==> config.mk <==
export PLATFORM = sky130hd
export DESIGN_NAME = char_lcd_nibble_refresh_controller_core
export DESIGN_NICKNAME = d
export VERILOG_FILES = /design/src/hdl/lcdr_pkg.sv /design/src/hdl/lcdr_ram.sv /design/src/hdl/lcdr_front.sv /design/src/hdl/lcdr_queue.sv /design/src/hdl/lcdr_back.sv /design/src/hdl/char_lcd_nibble_refresh_controller_core.sv
export SDC_FILE = /design/constraint.sdc
export NUM_CORES = 1
export LEC_CHECK = 0
export BUFFER_PORTS_ARGS = -buffer_cell sky130_fd_sc_hd__buf_4
export CORE_ASPECT_RATIO = 0.8
export CORE_UTILIZATION = 48
export CTS_CLUSTER_DIAMETER = 120
export CTS_CLUSTER_SIZE = 14
export DETAILED_ROUTE_END_ITERATION = 16
export GPL_ROUTABILITY_DRIVEN = 0
export PLACE_DENSITY_LB_ADDON = 0.05
export SLEW_MARGIN = 10
export SYNTH_ARGS = -nofsm -noshare
export SYNTH_HDL_FRONTEND = slang
export SYNTH_SLANG_ARGS = --single-unit
export TNS_END_PERCENT = 50
==> constraint.sdc <==
create_clock -name clk_i -period 4.3 [get_ports clk_i]
set_input_delay 0.86 -clock clk_i [delete_from_list [all_inputs] [get_ports clk_i]]
set_output_delay 0.86 -clock clk_i [all_outputs]
set_load 0.01 [all_outputs]
==> src/hdl/lcdr_pkg.sv <==
// ----------------------------------------------------------------------------
// lcdr_pkg
// Shared types and constants of the character LCD refresh controller.
// ----------------------------------------------------------------------------
package lcdr_pkg;

  // input item kinds
  typedef enum logic [1:0] {
    KIND_INIT  = 2'd0,
    KIND_WRITE = 2'd1,
    KIND_TICK  = 2'd2
  } kind_e;

  // configuration register indexes
  typedef enum logic [2:0] {
    CFG_FUNCTION_SET    = 3'd0,
    CFG_DISPLAY_CONTROL = 3'd1,
    CFG_ENTRY_MODE      = 3'd2,
    CFG_SETTLE_WAIT     = 3'd3,
    CFG_POWER_UP_WAIT   = 3'd4
  } cfg_idx_e;

  localparam int unsigned CfgIdxW  = 3;
  localparam int unsigned CfgDataW = 16;

  localparam logic [7:0]  CMD_CLEAR           = 8'h01;
  localparam logic [7:0]  CMD_SET_ADDR        = 8'h80;
  localparam logic [7:0]  ROW1_OFFSET         = 8'h40;
  localparam logic [7:0]  CHAR_SPACE          = 8'h20;
  localparam logic [15:0] HIGH_NIBBLE_WAIT_US = 16'd4;

  localparam logic [7:0]  RST_FUNCTION_SET    = 8'h2A;
  localparam logic [7:0]  RST_DISPLAY_CONTROL = 8'h0C;
  localparam logic [7:0]  RST_ENTRY_MODE      = 8'h06;
  localparam logic [15:0] RST_SETTLE_WAIT     = 16'd80;
  localparam logic [15:0] RST_POWER_UP_WAIT   = 16'd40000;

  // bus step sequencing
  localparam logic [3:0] STEP_INIT_WAKE0    = 4'd1;  // first "3" nibble
  localparam logic [3:0] STEP_INIT_WAKE_END = 4'd4;  // the "2" nibble
  localparam logic [3:0] STEP_INIT_BYTES    = 4'd5;  // first set-up byte
  localparam logic [3:0] STEP_INIT_LAST     = 4'd14;
  localparam logic [3:0] STEP_TICK_CHAR     = 4'd2;
  localparam logic [3:0] STEP_TICK_LAST     = 4'd3;
  localparam logic [3:0] WAKE_NIBBLE        = 4'd3;
  localparam logic [3:0] FOUR_BIT_NIBBLE    = 4'd2;

  typedef struct packed {
    logic [7:0]  function_set;
    logic [7:0]  display_control;
    logic [7:0]  entry_mode;
    logic [15:0] settle_wait;
    logic [15:0] power_up_wait;
  } cfg_t;

  // one classified job handed from front to back
  typedef struct packed {
    logic       is_init;
    logic       row;
    logic       col_zero;
    logic [7:0] char_code;
  } cmd_t;

endpackage

==> src/hdl/lcdr_ram.sv <==
// ----------------------------------------------------------------------------
// lcdr_ram
// Generic RAM, one write port and one read port, registered read data.
// ----------------------------------------------------------------------------
module lcdr_ram #(
  parameter int unsigned Width = 8,
  parameter int unsigned Depth = 32
) (
  input  logic                     clk_i,
  input  logic                     we_i,
  input  logic [$clog2(Depth)-1:0] waddr_i,
  input  logic [Width-1:0]         wdata_i,
  input  logic                     re_i,
  input  logic [$clog2(Depth)-1:0] raddr_i,
  output logic [Width-1:0]         rdata_o
);

  logic [Width-1:0] mem_q [Depth];
  logic [Width-1:0] rdata_q;

  always_ff @(posedge clk_i) begin
    if (we_i) begin
      mem_q[waddr_i] <= wdata_i;
    end
    if (re_i) begin
      rdata_q <= mem_q[raddr_i];
    end
  end

  assign rdata_o = rdata_q;

endmodule

==> src/hdl/lcdr_front.sv <==
// ----------------------------------------------------------------------------
// lcdr_front
// Accepts items, keeps the frame buffer and refresh position, and hands
// init and tick jobs to the queue.
// ----------------------------------------------------------------------------
module lcdr_front #(
  parameter int unsigned COLUMNS = 16
) (
  input  logic              clk_i,
  input  logic              rst_ni,
  input  logic              in_valid_i,
  output logic              in_ready_o,
  input  logic [1:0]        in_kind_i,
  input  logic              in_row_i,
  input  logic [3:0]        in_col_i,
  input  logic [7:0]        in_char_i,
  input  logic              q_full_i,
  output logic              q_push_o,
  output lcdr_pkg::cmd_t    q_data_o
);

  localparam int unsigned Depth = 2 * COLUMNS;
  localparam int unsigned AW    = $clog2(Depth);
  localparam int unsigned CW    = $clog2(COLUMNS);

  logic          accept, do_init, do_tick, do_write, col_ok;
  logic [AW:0]   wr_sum, rd_sum;
  logic [AW-1:0] wr_addr, rd_addr;
  logic [7:0]    rdata;

  logic [Depth-1:0] valid_q, valid_d;
  logic             row_q, row_d;
  logic [CW-1:0]    col_q, col_d;

  logic s1_valid_q, s1_valid_d;
  logic s1_init_q, s1_row_q, s1_col0_q, s1_cvalid_q;

  assign in_ready_o = !s1_valid_q || !q_full_i;
  assign accept     = in_valid_i && in_ready_o;
  assign do_init    = accept && (in_kind_i == lcdr_pkg::KIND_INIT);
  assign do_tick    = accept && (in_kind_i == lcdr_pkg::KIND_TICK);

  assign wr_sum   = (AW+1)'(in_col_i) + (in_row_i ? (AW+1)'(COLUMNS) : '0);
  assign col_ok   = (AW+1)'(in_col_i) < (AW+1)'(COLUMNS);
  assign do_write = accept && (in_kind_i == lcdr_pkg::KIND_WRITE) && col_ok;
  assign wr_addr  = wr_sum[AW-1:0];

  assign rd_sum  = (AW+1)'(col_q) + (row_q ? (AW+1)'(COLUMNS) : '0);
  assign rd_addr = rd_sum[AW-1:0];

  lcdr_ram #(
    .Width (8),
    .Depth (Depth)
  ) u_fb (
    .clk_i   (clk_i),
    .we_i    (do_write),
    .waddr_i (wr_addr),
    .wdata_i (in_char_i),
    .re_i    (do_tick),
    .raddr_i (rd_addr),
    .rdata_o (rdata)
  );

  always_comb begin
    valid_d = valid_q;
    if (do_write) begin
      valid_d[wr_addr] = 1'b1;
    end
  end

  always_comb begin
    row_d = row_q;
    col_d = col_q;
    if (do_init) begin
      row_d = 1'b0;
      col_d = '0;
    end else if (do_tick) begin
      if (col_q == CW'(COLUMNS - 1)) begin
        col_d = '0;
        row_d = !row_q;
      end else begin
        col_d = col_q + CW'(1);
      end
    end
  end

  assign q_push_o = s1_valid_q && !q_full_i;

  always_comb begin
    s1_valid_d = s1_valid_q;
    if (do_init || do_tick) begin
      s1_valid_d = 1'b1;
    end else if (q_push_o) begin
      s1_valid_d = 1'b0;
    end
  end

  always_ff @(posedge clk_i or negedge rst_ni) begin
    if (!rst_ni) begin
      valid_q    <= '0;
      row_q      <= 1'b0;
      col_q      <= '0;
      s1_valid_q <= 1'b0;
    end else begin
      valid_q    <= valid_d;
      row_q      <= row_d;
      col_q      <= col_d;
      s1_valid_q <= s1_valid_d;
    end
  end

  always_ff @(posedge clk_i) begin
    if (do_init || do_tick) begin
      s1_init_q   <= do_init;
      s1_row_q    <= row_q;
      s1_col0_q   <= (col_q == '0);
      s1_cvalid_q <= valid_q[rd_addr];
    end
  end

  // never-written entries read as space
  always_comb begin
    q_data_o.is_init   = s1_init_q;
    q_data_o.row       = s1_row_q;
    q_data_o.col_zero  = s1_col0_q;
    q_data_o.char_code = s1_cvalid_q ? rdata : lcdr_pkg::CHAR_SPACE;
  end

endmodule

==> src/hdl/lcdr_queue.sv <==
// ----------------------------------------------------------------------------
// lcdr_queue
// Two-entry job queue between front and back.
// ----------------------------------------------------------------------------
module lcdr_queue (
  input  logic           clk_i,
  input  logic           rst_ni,
  input  logic           push_i,
  input  lcdr_pkg::cmd_t data_i,
  input  logic           pop_i,
  output lcdr_pkg::cmd_t head_o,
  output logic           full_o,
  output logic           empty_o
);

  localparam int unsigned Depth = 2;
  localparam int unsigned AW    = $clog2(Depth);
  localparam int unsigned NW    = $clog2(Depth + 1);

  lcdr_pkg::cmd_t mem_q [Depth];
  logic [AW-1:0]  wptr_q, rptr_q;
  logic [NW-1:0]  cnt_q;

  assign full_o  = (cnt_q == NW'(Depth));
  assign empty_o = (cnt_q == '0);
  assign head_o  = mem_q[rptr_q];

  always_ff @(posedge clk_i) begin
    if (push_i) begin
      mem_q[wptr_q] <= data_i;
    end
  end

  always_ff @(posedge clk_i or negedge rst_ni) begin
    if (!rst_ni) begin
      wptr_q <= '0;
      rptr_q <= '0;
      cnt_q  <= '0;
    end else begin
      if (push_i) begin
        wptr_q <= (wptr_q == AW'(Depth - 1)) ? '0 : wptr_q + AW'(1);
      end
      if (pop_i) begin
        rptr_q <= (rptr_q == AW'(Depth - 1)) ? '0 : rptr_q + AW'(1);
      end
      if (push_i && !pop_i) begin
        cnt_q <= cnt_q + NW'(1);
      end else if (pop_i && !push_i) begin
        cnt_q <= cnt_q - NW'(1);
      end
    end
  end

endmodule

==> src/hdl/lcdr_back.sv <==
// ----------------------------------------------------------------------------
// lcdr_back
// Expands queued jobs into bus steps, one per cycle while the output is not stalled, into an output register.
// ----------------------------------------------------------------------------
module lcdr_back (
  input  logic           clk_i,
  input  logic           rst_ni,
  input  lcdr_pkg::cfg_t cfg_i,
  input  logic           q_empty_i,
  input  lcdr_pkg::cmd_t q_head_i,
  output logic           q_pop_o,
  output logic           out_valid_o,
  input  logic           out_ready_i,
  output logic           out_rs_o,
  output logic [3:0]     out_nibble_o,
  output logic           out_pulse_o,
  output logic [15:0]    out_wait_o,
  output logic           out_last_o
);

  lcdr_pkg::cmd_t cur_q;
  logic           cur_valid_q;
  logic [3:0]     step_q;

  logic        emit, step_last;
  logic        s_rs, s_pulse, s_low, s_use_byte;
  logic [3:0]  s_nib;
  logic [15:0] s_wait;
  logic [7:0]  s_byte;
  logic [3:0]  idx;

  logic        out_valid_q, out_rs_q, out_pulse_q, out_last_q;
  logic [3:0]  out_nib_q;
  logic [15:0] out_wait_q;

  assign idx = step_q - lcdr_pkg::STEP_INIT_BYTES;

  always_comb begin
    s_rs       = 1'b0;
    s_pulse    = 1'b1;
    s_nib      = '0;
    s_wait     = cfg_i.settle_wait;
    s_byte     = '0;
    s_low      = step_q[0];
    s_use_byte = 1'b1;
    step_last  = 1'b0;
    if (cur_q.is_init) begin
      step_last = (step_q == lcdr_pkg::STEP_INIT_LAST);
      s_low     = idx[0];
      if (step_q < lcdr_pkg::STEP_INIT_WAKE0) begin
        s_use_byte = 1'b0;
        s_pulse    = 1'b0;
        s_wait     = cfg_i.power_up_wait;
      end else if (step_q <= lcdr_pkg::STEP_INIT_WAKE_END) begin
        s_use_byte = 1'b0;
        s_nib      = (step_q == lcdr_pkg::STEP_INIT_WAKE_END) ?
                     lcdr_pkg::FOUR_BIT_NIBBLE : lcdr_pkg::WAKE_NIBBLE;
      end else begin
        case (idx[3:1])
          3'd0:    s_byte = cfg_i.function_set;
          3'd1:    s_byte = cfg_i.display_control;
          3'd2:    s_byte = lcdr_pkg::CMD_CLEAR;
          3'd3:    s_byte = cfg_i.entry_mode;
          default: s_byte = lcdr_pkg::CMD_SET_ADDR;
        endcase
      end
    end else begin
      step_last = (step_q == lcdr_pkg::STEP_TICK_LAST);
      if (step_q < lcdr_pkg::STEP_TICK_CHAR) begin
        s_byte = lcdr_pkg::CMD_SET_ADDR | (cur_q.row ? lcdr_pkg::ROW1_OFFSET : 8'h00);
      end else begin
        s_rs   = 1'b1;
        s_byte = cur_q.char_code;
      end
    end
    if (s_use_byte) begin
      s_nib  = s_low ? s_byte[3:0] : s_byte[7:4];
      s_wait = s_low ? cfg_i.settle_wait : lcdr_pkg::HIGH_NIBBLE_WAIT_US;
    end
  end

  assign emit    = cur_valid_q && (!out_valid_q || out_ready_i);
  assign q_pop_o = !q_empty_i && (!cur_valid_q || (emit && step_last));

  always_ff @(posedge clk_i or negedge rst_ni) begin
    if (!rst_ni) begin
      cur_valid_q <= 1'b0;
      step_q      <= '0;
      out_valid_q <= 1'b0;
    end else begin
      if (q_pop_o) begin
        cur_valid_q <= 1'b1;
        step_q      <= (q_head_i.is_init || q_head_i.col_zero) ? 4'd0
                                                               : lcdr_pkg::STEP_TICK_CHAR;
      end else if (emit && step_last) begin
        cur_valid_q <= 1'b0;
      end else if (emit) begin
        step_q <= step_q + 4'd1;
      end
      if (emit) begin
        out_valid_q <= 1'b1;
      end else if (out_ready_i) begin
        out_valid_q <= 1'b0;
      end
    end
  end

  always_ff @(posedge clk_i) begin
    if (q_pop_o) begin
      cur_q <= q_head_i;
    end
    if (emit) begin
      out_rs_q    <= s_rs;
      out_nib_q   <= s_nib;
      out_pulse_q <= s_pulse;
      out_wait_q  <= s_wait;
      out_last_q  <= step_last;
    end
  end

  assign out_valid_o  = out_valid_q;
  assign out_rs_o     = out_rs_q;
  assign out_nibble_o = out_nib_q;
  assign out_pulse_o  = out_pulse_q;
  assign out_wait_o   = out_wait_q;
  assign out_last_o   = out_last_q;

endmodule

==> src/hdl/char_lcd_nibble_refresh_controller_core.sv <==
// ----------------------------------------------------------------------------
// char_lcd_nibble_refresh_controller_core
// Two-line character LCD controller for a 4-bit bus with a frame buffer.
// ----------------------------------------------------------------------------
// An input item is an init, a character write or a refresh tick; each result
// is one bus step (nibble, register select, enable pulse flag, wait in us),
// with tlast on the final step of the item. Writes and ignored kinds are
// accepted at the input and give nothing. Ticks give 2 steps (4 at column 0),
// init gives 15; the step sequencer emits one step per clock while the output
// is not stalled, and the queue lets new items in until it is full. The
// first step passes the frame buffer read, the queue, the job register and the
// output register. The frame buffer reads as spaces from reset with no clearing
// pass; init keeps its contents and only rewinds the refresh position.
// The user must write configuration only while the block is idle (unchecked).
module char_lcd_nibble_refresh_controller_core #(
  parameter int unsigned COLUMNS = 16
) (
  input  logic                          clk_i,
  input  logic                          rst_ni,
  input  logic                          cfg_we_i,
  input  logic [lcdr_pkg::CfgIdxW-1:0]  cfg_idx_i,
  input  logic [lcdr_pkg::CfgDataW-1:0] cfg_wdata_i,
  input  logic                          s_axis_tvalid_i,
  output logic                          s_axis_tready_o,
  input  logic [15:0]                   s_axis_tdata_i,  // row, col[3:0], char_code[7:0]
  input  logic [1:0]                    s_axis_tuser_i,  // kind[1:0]
  output logic                          m_axis_tvalid_o,
  input  logic                          m_axis_tready_i,
  output logic [23:0]                   m_axis_tdata_o,  // nibble[3:0], pulse, wait_us[15:0]
  output logic                          m_axis_tuser_o,  // reg_select
  output logic                          m_axis_tlast_o
);

  lcdr_pkg::cfg_t cfg_q;
  lcdr_pkg::cmd_t push_data, head;
  logic           push, pop, q_full, q_empty;
  logic           o_pulse;
  logic [3:0]     o_nib;
  logic [15:0]    o_wait;

  always_ff @(posedge clk_i or negedge rst_ni) begin
    if (!rst_ni) begin
      cfg_q.function_set    <= lcdr_pkg::RST_FUNCTION_SET;
      cfg_q.display_control <= lcdr_pkg::RST_DISPLAY_CONTROL;
      cfg_q.entry_mode      <= lcdr_pkg::RST_ENTRY_MODE;
      cfg_q.settle_wait     <= lcdr_pkg::RST_SETTLE_WAIT;
      cfg_q.power_up_wait   <= lcdr_pkg::RST_POWER_UP_WAIT;
    end else if (cfg_we_i) begin
      case (cfg_idx_i)
        lcdr_pkg::CFG_FUNCTION_SET:    cfg_q.function_set    <= cfg_wdata_i[7:0];
        lcdr_pkg::CFG_DISPLAY_CONTROL: cfg_q.display_control <= cfg_wdata_i[7:0];
        lcdr_pkg::CFG_ENTRY_MODE:      cfg_q.entry_mode      <= cfg_wdata_i[7:0];
        lcdr_pkg::CFG_SETTLE_WAIT:     cfg_q.settle_wait     <= cfg_wdata_i;
        lcdr_pkg::CFG_POWER_UP_WAIT:   cfg_q.power_up_wait   <= cfg_wdata_i;
        default: ;
      endcase
    end
  end

  lcdr_front #(
    .COLUMNS (COLUMNS)
  ) u_front (
    .clk_i      (clk_i),
    .rst_ni     (rst_ni),
    .in_valid_i (s_axis_tvalid_i),
    .in_ready_o (s_axis_tready_o),
    .in_kind_i  (s_axis_tuser_i),
    .in_row_i   (s_axis_tdata_i[0]),
    .in_col_i   (s_axis_tdata_i[4:1]),
    .in_char_i  (s_axis_tdata_i[12:5]),
    .q_full_i   (q_full),
    .q_push_o   (push),
    .q_data_o   (push_data)
  );

  lcdr_queue u_queue (
    .clk_i   (clk_i),
    .rst_ni  (rst_ni),
    .push_i  (push),
    .data_i  (push_data),
    .pop_i   (pop),
    .head_o  (head),
    .full_o  (q_full),
    .empty_o (q_empty)
  );

  lcdr_back u_back (
    .clk_i        (clk_i),
    .rst_ni       (rst_ni),
    .cfg_i        (cfg_q),
    .q_empty_i    (q_empty),
    .q_head_i     (head),
    .q_pop_o      (pop),
    .out_valid_o  (m_axis_tvalid_o),
    .out_ready_i  (m_axis_tready_i),
    .out_rs_o     (m_axis_tuser_o),
    .out_nibble_o (o_nib),
    .out_pulse_o  (o_pulse),
    .out_wait_o   (o_wait),
    .out_last_o   (m_axis_tlast_o)
  );

  assign m_axis_tdata_o = {3'b000, o_wait, o_pulse, o_nib};

endmodule

==> flow_metrics.tcl <==
set metrics [dict create \
    syn_inst 1093 \
    internal_power_mw 7.530 \
    setup_violations 0 \
    power_mw 10.55 \
    routed_wl_um 37990 \
    fmax_ghz 0.3150 \
    syn_to_final_growth_pct 11.44 \
    tightest_slew_ns 1.072 \
    drcViolationCount 0 \
    whs_ns 0.4282 \
    wire_per_inst_um 23.01 \
    grt_max_degree 62 \
    synth.avg_cell_area_um2 15.87 \
    crit-reg2reg-launch "u_front.col_q[0]$_DFFE_PN0P_" \
    cts_setup_buffers 0 \
    stdcell_count 1651 \
    synth.top_cell.area_share 0.5591 \
    die_h_um 172.0 \
    drt_pass1_iterations 5 \
    synth_ff_type "edfxtp_1" \
    synth_cell_types 61 \
    synth_area_um2 17350 \
    start_kind "flop" \
    antenna_found_initial 1 \
    fin_skew_ns 0.02091 \
    hold_buffers 0 \
    grt.total_usage 0.2112 \
    ant_nets 0 \
    path_cells "clkinv_1, nor2_1, buf_4, a2111oi_0, a31oi_1, o221ai_1" \
    hpwl_um 24010 \
    finalSetupTns_ns 0 \
    nets 1198 \
    grt_pass1_wl_um 57430 \
    clock-sinks 427 \
    worstHoldPathType "in -> async" \
    cp.arrival_ns 3.41 \
    ys_ff_latch 427 \
    die_x_um 214.6 \
    drive_gt1_frac 0.2112 \
    leakage_nw 6.677 \
    status "complete, no violations" \
    critPathBufInv 2 \
    rsz0062_at_grt "false" \
    synth_warnings 0 \
    peakVddDrop_mv 0.3175 \
    reg2reg_depth 6 \
    io_buffers 63 \
    cts_tree "yes" \
    drv_cap 0 \
    grt_pass1_vias 9151 \
    pwr-share-seq 0.495 \
    combPwrFrac 0.216 \
    clockBufferDepth 3 \
    r2r_setup_slack_ns 1.13 \
    globalRoute.totalOverflow 0 \
    dieArea_um2 36910 \
    num_antenna_cells 0 \
    synth_area_leaders "edfxtp_1, dfrtp_1, mux2i_1" \
    synth-seq-area-share 0.7101 \
    pwr-share-clk 0.289 \
    synthTopCellsByCount "edfxtp_1, mux2i_1, dfrtp_1" \
    post-route-period-util 0.7382 \
    powerDensity_nw_per_um2 545.7 \
    critical_path.slowest_cell "dfrtp_1" \
    critical_path.endpoint_type "flop" \
    max_slew_margin 0.2815 \
    cts_inserted_buffers 36 \
    h-tree-depth 2 \
    path_clk_slew_ns 0.07 \
    slew_violations 0 \
    async_flop_share 0.2436 \
    fillCellCount 2862 \
    via_per_inst 5.654 \
    clk-insertion-delay-late_ns 0.54 \
    utilization 0.5495 \
    finalHoldViolations 0 \
    worstSetupPathType "reg -> reg" \
    fin_crit_ns 3.174 \
    ctsResizeCount 0 \
    start_util 0.4931 \
    synth_edf_count 323 \
    drt_iter0_markers 778 \
    dp_cells 1585 \
    critPathLaunch "u_front.col_q[0]$_DFFE_PN0P_" \
    cts_root_buf "clkbuf_16" \
    p_sw_mw 3.019 \
    synth_top_cell_by_area "edfxtp_1" \
    pin_count 70 \
    crit_required_ns 4.53 \
    synth_most_common_cell "edfxtp_1" \
    critical_path.top_delay_family "compound AO/OA/AOI/OAI gates" \
    row_count 61 \
    worstPathMaxFanout 24 \
    via_count 9334 \
    crit-reg2reg-capture "u_front.u_fb.rdata_o[4]$_DFFE_PP_" \
    swShare 0.2862 \
    core_area_um2 35190 \
    cpPeakStageDelay_ns 0.87 \
]
-- layout make-up --
| class | instances | area, um^2 | area share |
|---|---|---|---|
| repair buffers | 79 | 618.1 | 0.03197 |
| well taps | 472 | 590.6 | 0.03055 |
| clock inverters | 3 | 26.28 | 0.001359 |
| flip-flops and latches | 427 | 12320 | 0.6374 |
| inverters | 14 | 53.80 | 0.002783 |
| multi-input cells | 593 | 4698 | 0.2430 |
| clock buffers | 63 | 1023 | 0.05294 |
-- sequential cells by signal, indices dropped and copies added (netlist names), 2 cells and up --
signal	flops
cfg_q	56
u_back.cur_q	10
u_back.out_nibble_o	4
u_back.out_wait_o	16
u_back.step_q	4
u_front.col_q	4
u_front.u_fb.mem_q	256
u_front.u_fb.rdata_o	8
u_front.valid_q	32
u_queue.cnt_q	2
u_queue.mem_q	22
-- worst max path at each step --
| stage | to | cells after the start |
|---|---|---|
| 4_1_cts | u_front.u_fb.rdata_o[4]$_DFFE_PP_ | 6 |
| 3_5_place_dp | u_front.u_fb.rdata_o[4]$_DFFE_PP_ | 6 |
| 6_report | u_front.u_fb.rdata_o[4]$_DFFE_PP_ | 6 |
| 5_1_grt | u_front.u_fb.rdata_o[4]$_DFFE_PP_ | 6 |
| 2_1_floorplan | u_back.step_q[1]$_DFFE_PN0P_ | 6 |
| 3_3_place_gp | u_front.u_fb.rdata_o[4]$_DFFE_PP_ | 6 |
-- per-layer routing --
layer,share of wire,track usage,vias to the layer above
met5,0.00034,0,-
met4,0.017,0.04876,2
met3,0.051,0.04116,47
met2,0.43,0.3042,192
met1,0.51,0.3297,4840
li1,-,-,4253
-- stage by stage --
step	setup slack [ns]	area (um^2)
after CTS	1.175	19330
after global routing	0.8952	19330
after detailed placement	1.203	18280
after floorplan	1.758	17360
after global placement	1.234	18280
final	1.126	19330
-- power by group through the flow --
stage                     registers, mW  clock network [mW]  logic (mW)
after detailed placement           5.31                   0        2.28
after global placement             5.30                   0        2.27
final                              5.23                3.05        2.28
after floorplan                    5.13                   0        1.70
after global routing               5.28                3.29        2.48
after CTS                          5.23                3.13        2.29
-- cells in the final DEF (no fill, tap or decap), drive strengths merged, types with 4 or more instances in the layout --
cell    netlist  routed
and2         14      14
nor3          5       5
clkbuf       21      63
edfxtp      323     323
xor2          6       6
ha            5       5
nand3        26      26
a21oi        49      49
xnor2         5       5
mux2         73      73
buf          40      79
a22oi        28      28
a211oi        6       6
nand4         7       7
a31oi         4       4
nor2b         8       8
o21bai       33      33
dfrtp        90      90
o21ai        15      15
nand2b       10      10
inv          11      14
mux2i       108     108
mux4         24      24
or2           4       4
nor2         53      53
nand2        72      72
dfstp        14      14
-- cell families (layout without fill, tap and decap cells) --
group / Yosys count / after routing / synth area share
other: 1 / 3 / 0.0002161
buffers and inverters: 75 / 159 / 0.02005
muxes: 205 / 205 / 0.1408
adders and majority gates: 5 / 5 / 0.003606
and+or+nand+nor: 215 / 215 / 0.06109
DFF: 427 / 427 / 0.7101
AOI/OAI and AO/OA: 154 / 154 / 0.05813
xor gates and xnor gates: 11 / 11 / 0.005986
Power figures use the tool's default switching activity.
